[src/sv/vna_pkg.sv]
package vna_pkg;

   localparam int unsigned DEF_MAX_VERTICES = 1024;

   localparam int IDX_W   = 10;
   localparam int COORD_W = 24;
   localparam int EDGE_W  = COORD_W + 1;
   localparam int CROSS_W = 2 * EDGE_W + 1;
   localparam int MAG_W   = CROSS_W - 1;
   localparam int SMAG_W  = 31;
   localparam int MUL_W   = 33;
   localparam int SQ_W    = 64;
   localparam int ROOT_W  = 32;
   localparam int FRAC_W  = 14;
   localparam int DVD_W   = SMAG_W + FRAC_W;
   localparam int DVS_W   = ROOT_W + 1;
   localparam int NORM_W  = 16;
   localparam int SUM_W   = 32;
   localparam int CNT_W   = 16;
   localparam int REQ_W   = 112;
   localparam int RSP_W   = 3 * NORM_W;

   localparam logic [NORM_W-1:0] ONE_Q14 = 16'd16384;
   localparam logic [CNT_W-1:0]  CNT_MAX = 16'hFFFF;

   localparam logic KIND_FACE   = 1'b0;
   localparam logic KIND_VERTEX = 1'b1;

   typedef enum logic [1:0] {
      OP_STORE = 2'd0,
      OP_FACE  = 2'd1,
      OP_READ  = 2'd2,
      OP_NONE  = 2'd3
   } op_type;

   typedef enum logic [4:0] {
      ST_CLEAR,
      ST_IDLE,
      ST_RD_A,
      ST_RD_B,
      ST_RD_C,
      ST_EDGE,
      ST_MUL,
      ST_ACC,
      ST_MAG,
      ST_SHIFT,
      ST_SQ,
      ST_SQ_ACC,
      ST_SQRT_GO,
      ST_SQRT_WAIT,
      ST_DIV_GO,
      ST_DIV_WAIT,
      ST_UPD_RD,
      ST_UPD_WR,
      ST_AVG_RD,
      ST_AVG_CHK,
      ST_RESP
   } state_type;

   typedef struct packed {
      logic busy;
      logic done;
   } unit_stat_type;

   typedef struct packed {
      logic signed [COORD_W-1:0] z;
      logic signed [COORD_W-1:0] y;
      logic signed [COORD_W-1:0] x;
   } coord_type;

   typedef struct packed {
      logic [CNT_W-1:0]        cnt;
      logic signed [SUM_W-1:0] z;
      logic signed [SUM_W-1:0] y;
      logic signed [SUM_W-1:0] x;
   } acc_type;

endpackage

[src/sv/vna_sqrt.sv]
module vna_sqrt import vna_pkg::*; (
   input  logic              clock,
   input  logic              reset,
   input  logic              start,
   input  logic [SQ_W-1:0]   radicand,
   output logic [ROOT_W-1:0] root,
   output unit_stat_type     stat
);

   localparam int CW = $clog2(ROOT_W);

   logic [SQ_W-1:0]     rad_ff;
   logic [ROOT_W+1:0]   rem_ff;
   logic [ROOT_W-1:0]   root_ff;
   logic [CW-1:0]       cnt_ff;
   logic                run_ff;
   logic                done_ff;
   logic [ROOT_W+3:0]   rem_sh;
   logic [ROOT_W+3:0]   trial;
   logic                fits;

   // one result bit per cycle, two radicand bits brought down
   assign rem_sh = {rem_ff, rad_ff[SQ_W-1 -: 2]};
   assign trial  = (ROOT_W+4)'({root_ff, 2'b01});
   assign fits   = rem_sh >= trial;

   always_ff @(posedge clock) begin
      if (reset) begin
         run_ff  <= 1'b0;
         done_ff <= 1'b0;
         cnt_ff  <= '0;
      end else begin
         done_ff <= 1'b0;
         if (start) begin
            run_ff <= 1'b1;
            cnt_ff <= '0;
         end else if (run_ff) begin
            cnt_ff <= cnt_ff + 1'b1;
            if (cnt_ff == CW'(ROOT_W - 1)) begin
               run_ff  <= 1'b0;
               done_ff <= 1'b1;
            end
         end
      end
   end

   always_ff @(posedge clock) begin
      if (start) begin
         rad_ff  <= radicand;
         rem_ff  <= '0;
         root_ff <= '0;
      end else if (run_ff) begin
         rad_ff <= {rad_ff[SQ_W-3:0], 2'b00};
         if (fits) begin
            rem_ff  <= (ROOT_W+2)'(rem_sh - trial);
            root_ff <= {root_ff[ROOT_W-2:0], 1'b1};
         end else begin
            rem_ff  <= rem_sh[ROOT_W+1:0];
            root_ff <= {root_ff[ROOT_W-2:0], 1'b0};
         end
      end
   end

   assign root      = root_ff;
   assign stat.busy = run_ff;
   assign stat.done = done_ff;

endmodule

[config.mk]
export PLATFORM = sky130hd
export DESIGN_NAME = vna_sqrt
export DESIGN_NICKNAME = d
export VERILOG_FILES = /design/src/sv/vna_pkg.sv /design/src/sv/vna_sqrt.sv
export SDC_FILE = /design/constraint.sdc
export NUM_CORES = 1
export LEC_CHECK = 0
export BUFFER_PORTS_ARGS = -buffer_cell sky130_fd_sc_hd__buf_4
export CORE_MARGIN = 5
export CORE_UTILIZATION = 35
export DETAILED_ROUTE_END_ITERATION = 12
export PLACE_DENSITY = 0.58
export SYNTH_ARGS = -nofsm -noshare
export SYNTH_HDL_FRONTEND = slang
export SYNTH_SLANG_ARGS = --single-unit
[constraint.sdc]
create_clock -name clock -period 3 [get_ports clock]
set_input_delay 0.9 -clock clock [delete_from_list [all_inputs] [get_ports clock]]
set_output_delay 0.9 -clock clock [all_outputs]
set_load 0.1 [all_outputs]
==> metrics <==
H-tree depth=4; vias=6,023; element type at the critical path start=flip-flop; Cells after Synth=773; Post-DP Area=8891 µm²; CTS Buf Count=17; Mapped Nets=876; WL met1=8.411 mm; Slew headroom=0.6387; status=finished clean; Initial Util=0.3551; Final min period=2.877 ns; hold_buf cts=0; post-layout power=8.025 mW; sequential element share of the synthesized area=0.4366; Crit Path Category=reg2reg; Yosys cell types=66; RSZ-0062 raised after global routing=yes; vias in the first global route=5,945; ANT nets after route=0; core box area=21,820 µm²; root buffer cell=clkbuf_16; post-synthesis register bit count=137; Fmax achieved=0.3476 GHz; most common cell in the synthesized netlist=nor2_1; drt first pass iters=5; Cells after DPL=1,134; Synth Flop Type=dfxtp_1; clock sink total=137; top post-synthesis cells by area=edfxtp_1 (25%), dfxtp_1 (19%), mux2_2 (9.0%); antenna cells=0; Leakage=3.777 nW; share of the synthesized area in the top cell type=0.2480; met2 WL=8.168 mm; Post-CTS Resized=0; Boundary Pins=101; setup repair bufs after CTS=0; Final Non-Filler Cells=1,166; die width=158.8 µm; CP arrival=3.23 ns; synthesized area per cell=10.02 µm²; number of buffers added on ports=100; top cells by count, synth=nor2_1 (79), dfxtp_1 (73), edfxtp_1 (64), nand2_1 (64), mux2_2 (62); chip height=158.8 µm; Synth Cell Area=7749 µm²; Post-synth EDFFs=64; grt ovf=0; worst-skew pair later-pin latency=0.43 ns; VDD IR max=466.4 µV; CP required=3.35 ns; post-route cell area=9508 µm²; DR WL met3=1.615 mm; Hold WS=0.4937 ns; first-pass GRT wire length=30.24 mm; clk slew on worst S/H paths=0.07 ns; DR WL/cell=15.74 µm; Slowest Stage Delay on Critical Path=0.46 ns; worst slew pin tran=0.5349 ns; Critical Path Sink Type=flip-flop; layout net count=976; GRT Util Overall=0.1425; crit share post-route=0.9591; YS warnings=0; Layout area overhead=22.70%; final setup fails=0; antenna violations before repair=0; TritonCTS clock tree=done; final setup margin=0.1228 ns; clk_skew=0.01062 ns; drt drc=0; total routed wirelength=18.35 mm; Max Root-Sink Buffers=2; drt first-iter violations=380; Worst Hold Class=reg2reg; P per Cell Area=844.0 nW/µm²; placed wire-length estimate=12.95 mm; # fillers=2,106; FFs w/ async S/R, synth=0; highest metal used=met4; global placer's final weighted congestion=0.8468; Die ar.=25,210 µm²; pre-CTS setup slack=0.05335 ns; row count=54; final hold vios=0; largest net degree at the start of global routing=70; area leader, netlist=edfxtp_1; Max Slew Vio Count=0; CP Cell Sequence=inv_1 -> ha_1 -> nand2_1 -> o21ai_1 -> o311ai_1 -> a21oi_2 -> o311a_4 -> nor2_4 -> buf_12 -> or3b_2 -> a41oi_1; routed vias/inst=5.166; Max stage delay cell, worst path=or3b_2; Max-Cap Viols=0; critical path fanouts, max=19; layout cells sized above 1=0.3126
-- metrics by stage --
stage / utilization / setup TNS, ns
CTS: 0.4337 / 0
floorplan: - / 0
global route: 0.4357 / -0.1216
global placement: 0.4074 / 0
finish: 0.4357 / 0
detailed placement: 0.4074 / 0
-- layer usage --
layer,vias to the layer above,track usage
li1,3010,-
met4,0,0.03715
met3,12,0.06713
met2,148,0.2162
met5,-,0
met1,2853,0.1834
-- path summary, 6_finish.rpt --
path         startpoint         end  slack [ns]  cells after the start
max            root[20]  rem_ff[29]        0.12                     11
min reg2reg   rem_ff[0]   rem_ff[0]        0.49                      2
max reg2reg    root[20]  rem_ff[29]        0.12                     11
min           rem_ff[0]   rem_ff[0]        0.49                      2
-- worst max-delay path: cells and delay by family, from the launching register on --
family | cells | cell delay, ns
compound gates | 5 | 1.19
fa+ha+maj | 1 | 0.41
buf+inv | 2 | 0.22
flops | 1 | 0.36
simple gates | 3 | 0.62
-- cell type report --
class	count	area, µm²	area share
clock buffers	17	425.4	0.04474
repair buffers	125	963.4	0.1013
clock inverters	15	148.9	0.01566
flip-flops and latches	137	3425	0.3602
multi-input cells	546	4023	0.4231
inverters	46	172.7	0.01816
well taps	280	350.3	0.03685
-- cell families after synthesis --
family,Yosys count,synth area share
and+or+nand+nor,217,0.1280
AOI/OAI and AO/OA,166,0.1581
muxes,98,0.1366
buffers and inverters,90,0.04973
xor gates and xnor gates,29,0.03278
adders and majority gates,36,0.05813
DFF,137,0.4366
-- cell usage in the layout (no fill, tap or decap), types with 23 or more instances in the layout --
cell type,n
mux2_2,62
a21oi_1,38
o21ai_0,23
buf_4,123
edfxtp_1,64
nand2_1,64
inv_1,45
dfxtp_1,44
dfxtp_2,27
mux2i_1,36
ha_1,36
nor2_1,79
-- where the power goes --
| group | total (mW) | internal [mW] | switching [mW] | leakage [nW] |
|---|---|---|---|---|
| logic | 3.64 | 1.51 | 2.13 | 2.24 |
| clock network | 2.06 | 1.11 | 0.945 | 0.284 |
| registers | 2.33 | 2.19 | 0.137 | 1.26 |
| total | 8.03 | 4.82 | 3.21 | 3.78 |
-- state kept, by name, summed over array words and instances (netlist names) --
register  cells
run_ff        1
rad_ff       64
done_ff       1
rem_ff       34
root         32
cnt_ff        5
Power figures use the tool's default switching activity.
