===== config.mk =====
export PLATFORM = sky130hd
export DESIGN_NAME = vna_div
export DESIGN_NICKNAME = d
export VERILOG_FILES = /design/src/sv/vna_pkg.sv /design/src/sv/vna_div.sv
export SDC_FILE = /design/constraint.sdc
export NUM_CORES = 1
export LEC_CHECK = 0
export ABC_AREA = 1
export BUFFER_PORTS_ARGS = -buffer_cell sky130_fd_sc_hd__buf_2
export CORE_UTILIZATION = 32
export DETAILED_ROUTE_END_ITERATION = 7
export GPL_ROUTABILITY_DRIVEN = 0
export MAX_ROUTING_LAYER = met4
export PLACE_DENSITY = 0.5
export REMOVE_ABC_BUFFERS = 1
export SLEW_MARGIN = 20
export SYNTH_ARGS = -nofsm -noshare
export SYNTH_HDL_FRONTEND = slang
export SYNTH_SLANG_ARGS = --single-unit

===== constraint.sdc =====
create_clock -name clock -period 3.9 [get_ports clock]
set_input_delay 1.17 -clock clock [delete_from_list [all_inputs] [get_ports clock]]
set_output_delay 1.17 -clock clock [all_outputs]
set_load 0.1 [all_outputs]

===== src/sv/vna_pkg.sv =====
package vna_pkg;

   localparam int unsigned DEF_MAX_VERTICES = 1024;

   localparam int IDX_W   = 10;
   localparam int COORD_W = 24;
   localparam int EDGE_W  = COORD_W + 1;
   localparam int CROSS_W = 2 * EDGE_W + 1;
   localparam int MAG_W   = CROSS_W - 1;
   localparam int SMAG_W  = 31;
   localparam int MUL_W   = 33;
   localparam int SQ_W    = 64;
   localparam int ROOT_W  = 32;
   localparam int FRAC_W  = 14;
   localparam int DVD_W   = SMAG_W + FRAC_W;
   localparam int DVS_W   = ROOT_W + 1;
   localparam int NORM_W  = 16;
   localparam int SUM_W   = 32;
   localparam int CNT_W   = 16;
   localparam int REQ_W   = 112;
   localparam int RSP_W   = 3 * NORM_W;

   localparam logic [NORM_W-1:0] ONE_Q14 = 16'd16384;
   localparam logic [CNT_W-1:0]  CNT_MAX = 16'hFFFF;

   localparam logic KIND_FACE   = 1'b0;
   localparam logic KIND_VERTEX = 1'b1;

   typedef enum logic [1:0] {
      OP_STORE = 2'd0,
      OP_FACE  = 2'd1,
      OP_READ  = 2'd2,
      OP_NONE  = 2'd3
   } op_type;

   typedef enum logic [4:0] {
      ST_CLEAR,
      ST_IDLE,
      ST_RD_A,
      ST_RD_B,
      ST_RD_C,
      ST_EDGE,
      ST_MUL,
      ST_ACC,
      ST_MAG,
      ST_SHIFT,
      ST_SQ,
      ST_SQ_ACC,
      ST_SQRT_GO,
      ST_SQRT_WAIT,
      ST_DIV_GO,
      ST_DIV_WAIT,
      ST_UPD_RD,
      ST_UPD_WR,
      ST_AVG_RD,
      ST_AVG_CHK,
      ST_RESP
   } state_type;

   typedef struct packed {
      logic busy;
      logic done;
   } unit_stat_type;

   typedef struct packed {
      logic signed [COORD_W-1:0] z;
      logic signed [COORD_W-1:0] y;
      logic signed [COORD_W-1:0] x;
   } coord_type;

   typedef struct packed {
      logic [CNT_W-1:0]        cnt;
      logic signed [SUM_W-1:0] z;
      logic signed [SUM_W-1:0] y;
      logic signed [SUM_W-1:0] x;
   } acc_type;

endpackage


===== src/sv/vna_div.sv =====
module vna_div import vna_pkg::*; (
   input  logic             clock,
   input  logic             reset,
   input  logic             start,
   input  logic [DVD_W-1:0] dividend,
   input  logic [DVS_W-1:0] divisor,
   output logic [DVD_W-1:0] quotient,
   output unit_stat_type    stat
);

   localparam int CW = $clog2(DVD_W);

   logic [DVD_W-1:0] dvd_ff;
   logic [DVS_W-1:0] dvs_ff;
   logic [DVS_W-1:0] rem_ff;
   logic [CW-1:0]    cnt_ff;
   logic             run_ff;
   logic             done_ff;
   logic [DVS_W:0]   rem_sh;
   logic             fits;

   // restoring division, quotient bits shift into the dividend register
   assign rem_sh = {rem_ff, dvd_ff[DVD_W-1]};
   assign fits   = rem_sh >= {1'b0, dvs_ff};

   always_ff @(posedge clock) begin
      if (reset) begin
         run_ff  <= 1'b0;
         done_ff <= 1'b0;
         cnt_ff  <= '0;
      end else begin
         done_ff <= 1'b0;
         if (start) begin
            run_ff <= 1'b1;
            cnt_ff <= '0;
         end else if (run_ff) begin
            cnt_ff <= cnt_ff + 1'b1;
            if (cnt_ff == CW'(DVD_W - 1)) begin
               run_ff  <= 1'b0;
               done_ff <= 1'b1;
            end
         end
      end
   end

   always_ff @(posedge clock) begin
      if (start) begin
         dvd_ff <= dividend;
         dvs_ff <= divisor;
         rem_ff <= '0;
      end else if (run_ff) begin
         dvd_ff <= {dvd_ff[DVD_W-2:0], fits};
         if (fits) begin
            rem_ff <= DVS_W'(rem_sh - {1'b0, dvs_ff});
         end else begin
            rem_ff <= rem_sh[DVS_W-1:0];
         end
      end
   end

   assign quotient  = dvd_ff;
   assign stat.busy = run_ff;
   assign stat.done = done_ff;

endmodule

==> results.json <==
{
  "tns_ns": 0,
  "fp-row-count": 55,
  "drt-total-wl_mm": 20.1,
  "hold_buffers": 0,
  "dieArea_um2": 24200,
  "remaining_drc_errors": 0,
  "worst-endpoint-required_ns": 4.28,
  "timing.critical_path.to_type": "flop",
  "cts_tree": "built",
  "first_global_vias": 6570,
  "top_cells_by_area_in_the_synthesized_netlist": "sky130_fd_sc_hd__edfxtp_1, sky130_fd_sc_hd__nand2_1, sky130_fd_sc_hd__dfxtp_1",
  "synth_seq_area_share_pct": 42.0,
  "vias_per_inst": 4.47,
  "cts.reportedPaths.clkPinSlew_ns": 0.07,
  "initial_core_util_pct": 33.0,
  "critical_path_arrival_ns": 3.11,
  "fp.dieW_um": 155,
  "layout_cell_share_with_drive_strength_beyond_1_pct": 16.0,
  "grt_use_total_pct": 18.0,
  "synth_cell_types": 35,
  "grt_antenna_before_repair": 0,
  "place_hpwl_mm": 14.7,
  "path_class": "reg2reg",
  "synthesis.instances": 1068,
  "cts_h_tree_lvls": 4,
  "setup_violations_final": 0,
  "insertion_delay_ns": 0.44,
  "final.period_utilization_pct": 70.1,
  "syn2layout_area_growth_pct": 20.6,
  "core-area_um2": 22800,
  "routedLengthMet1_mm": 9.77,
  "run_status": "completed",
  "postSynthAreaPerCell_um2": 7.06,
  "detail-route-antenna-nets": 0,
  "ir_worst_vdd_uv": 232,
  "met3_length_um": 945,
  "post_cts_resize_count": 0,
  "numCtsBuffers": 17,
  "top_level_ports": 128,
  "route.vias.total": 6798,
  "synth-async-reset-ratio_pct": 0,
  "maxClockFrequency_mhz": 366,
  "synth_largest_area_cell": "sky130_fd_sc_hd__edfxtp_1",
  "yosys.cell_count.top_type": "sky130_fd_sc_hd__nand2_1",
  "hold_path_class": "reg2reg",
  "leakage_nw": 4.77,
  "synthTopCellsByCount": "sky130_fd_sc_hd__nand2_1, sky130_fd_sc_hd__inv_1, sky130_fd_sc_hd__nand3_1",
  "clockBufferDepth": 2,
  "ys.flop_type": "sky130_fd_sc_hd__edfxtp_1",
  "nets": 1311,
  "number_of_warning_messages_in_the_yosys_log": 0,
  "path_max_fanout": 33,
  "timing_hold_violations_final": 0,
  "yosys_register_bits": 119,
  "startpoint_type": "flop",
  "power_per_cell_area_nw_per_um2": 422,
  "insertedDiodeCount": 0,
  "port-buffer-count": 127,
  "timing.final.max_slew_violations": 0,
  "route.met2.wl_mm": 9.11,
  "max-slew-margin-rel_pct": 47.5,
  "period_minus_slack_ns": 2.73,
  "synth_edf_count": 78,
  "cts_root_buf": "sky130_fd_sc_hd__clkbuf_16",
  "routed.top_layer": "met4",
  "numClockSinks": 119,
  "fillers": 2486,
  "worst_slew_pin_slew_ns": 0.786,
  "netlist_area_um2": 7540,
  "max_cap_violations": 0,
  "drt_first_pass_iters": 5,
  "synthDominantCellAreaShare_pct": 31.1,
  "grt_setup_unrepaired": "no",
  "cts.repair_timing.setup_buffer_count": 0,
  "clock_skew_ns": 0.0278,
  "drt-wirelength-per-cell_um": 13.3,
  "overflow_left_after_global_routing": 0,
  "grt_max_degree": 61,
  "wire_length_of_the_first_global_routing_pass_mm": 32.7,
  "worst_hold_slack_ns": 0.469,
  "detail_route.iter0.violations": 443,
  "die_y_um": 155
}
[sequential cells by signal, summed over array words and instances (netlist names)]
| register | count |
|---|---|
| rem_ff | 33 |
| dvs_ff | 33 |
| run_ff | 1 |
| quotient | 45 |
| cnt_ff | 6 |
| done_ff | 1 |
[per-stage QoR]
step	cells	util, %	area, um2	power, mW	setup slack [ns]
2_1_floorplan	1042	-	7400	2.05	0.677
3_3_place_gp	1488	37.1	8490	2.22	1.17
3_5_place_dp	1488	37.1	8490	2.22	1.18
4_1_cts	1520	39.8	9090	3.90	1.17
5_1_grt	1520	39.8	9090	3.99	0.958
6_report	1520	39.8	9090	3.84	1.17
[metal layers]
layer / up-vias / global-route usage, %
met5: - / -
met4: 0 / 6.16
met3: 21 / 3.98
met2: 159 / 28.2
met1: 3044 / 22.9
li1: 3574 / -
[cell usage in the layout, fill, tap and decap left out, drive strengths merged]
| cell | Yosys | routed |
|---|---|---|
| o21a | 1 | 1 |
| bufinv | 0 | 2 |
| clkinvlp | 0 | 2 |
| clkbuf | 13 | 17 |
| nand3 | 96 | 96 |
| nor2 | 56 | 56 |
| nor3b | 1 | 1 |
| inv | 196 | 207 |
| xor2 | 3 | 3 |
| o21bai | 3 | 3 |
| dfxtp | 41 | 41 |
| a21o | 1 | 1 |
| xnor2 | 12 | 12 |
| a21oi | 26 | 26 |
| o21ai | 24 | 24 |
| a31oi | 1 | 1 |
| and3 | 1 | 1 |
| nor3 | 11 | 11 |
| fa | 1 | 1 |
| ha | 35 | 35 |
| and2 | 5 | 5 |
| nand3b | 7 | 7 |
| buf | 13 | 133 |
| nand4 | 10 | 10 |
| edfxtp | 78 | 78 |
| nand2 | 433 | 433 |
[critical path, cell delays in order (launching register included)]
cell	delay, ns
sky130_fd_sc_hd__edfxtp_1	0.32
sky130_fd_sc_hd__inv_1	0.04
sky130_fd_sc_hd__ha_1	0.35
sky130_fd_sc_hd__a21oi_1	0.28
sky130_fd_sc_hd__nand2_1	0.15
sky130_fd_sc_hd__a21oi_1	0.20
sky130_fd_sc_hd__nand2_1	0.12
sky130_fd_sc_hd__nor2_4	0.48
sky130_fd_sc_hd__nand2_4	0.38
sky130_fd_sc_hd__nand3_1	0.21
sky130_fd_sc_hd__nand3_1	0.08
sky130_fd_sc_hd__nand2_1	0.07
[power breakdown]
part           internal (mW)  switching (mW)  leakage, nW  total, mW
clock                  0.967           0.677        0.291       1.64
sequential              1.44          0.0353         1.12       1.47
combinational          0.144           0.576         3.36      0.719
[cells by family (layout without fill, tap and decap cells)]
group                      after synthesis  after routing  synth area share [%]
and+or+nand+nor                        620            620                  34.7
xor gates and xnor gates                15             15                  1.74
adders and majority gates               36             36                  6.08
buffers and inverters                  222            361                  11.6
AOI/OAI and AO/OA                       56             56                  3.90
DFF                                    119            119                  42.0
[area by class of cell]
type                       instances  area, um2  area share [%]
inverter                         196        736            8.09
clock buffer                      17        425            4.68
clock inverter                    15        176            1.94
sequential                       119       3160            34.8
timing repair buffer             133        696            7.65
tap                              313        392            4.31
multi-input combinational        727       3500            38.5
[path summary, 6_finish.rpt]
check / start / slack [ns] / endpoint / depth (start not counted)
setup / recovery: dvs_ff[29]$_DFFE_PP_ / 1.17 / rem_ff[22]$_SDFFE_PP0P_ / 11
hold / removal: rem_ff[21]$_SDFFE_PP0P_ / 0.47 / rem_ff[21]$_SDFFE_PP0P_ / 2
setup reg to reg: dvs_ff[29]$_DFFE_PP_ / 1.17 / rem_ff[22]$_SDFFE_PP0P_ / 11
hold reg to reg: rem_ff[21]$_SDFFE_PP0P_ / 0.47 / rem_ff[21]$_SDFFE_PP0P_ / 2
Power figures use the tool's default switching activity.
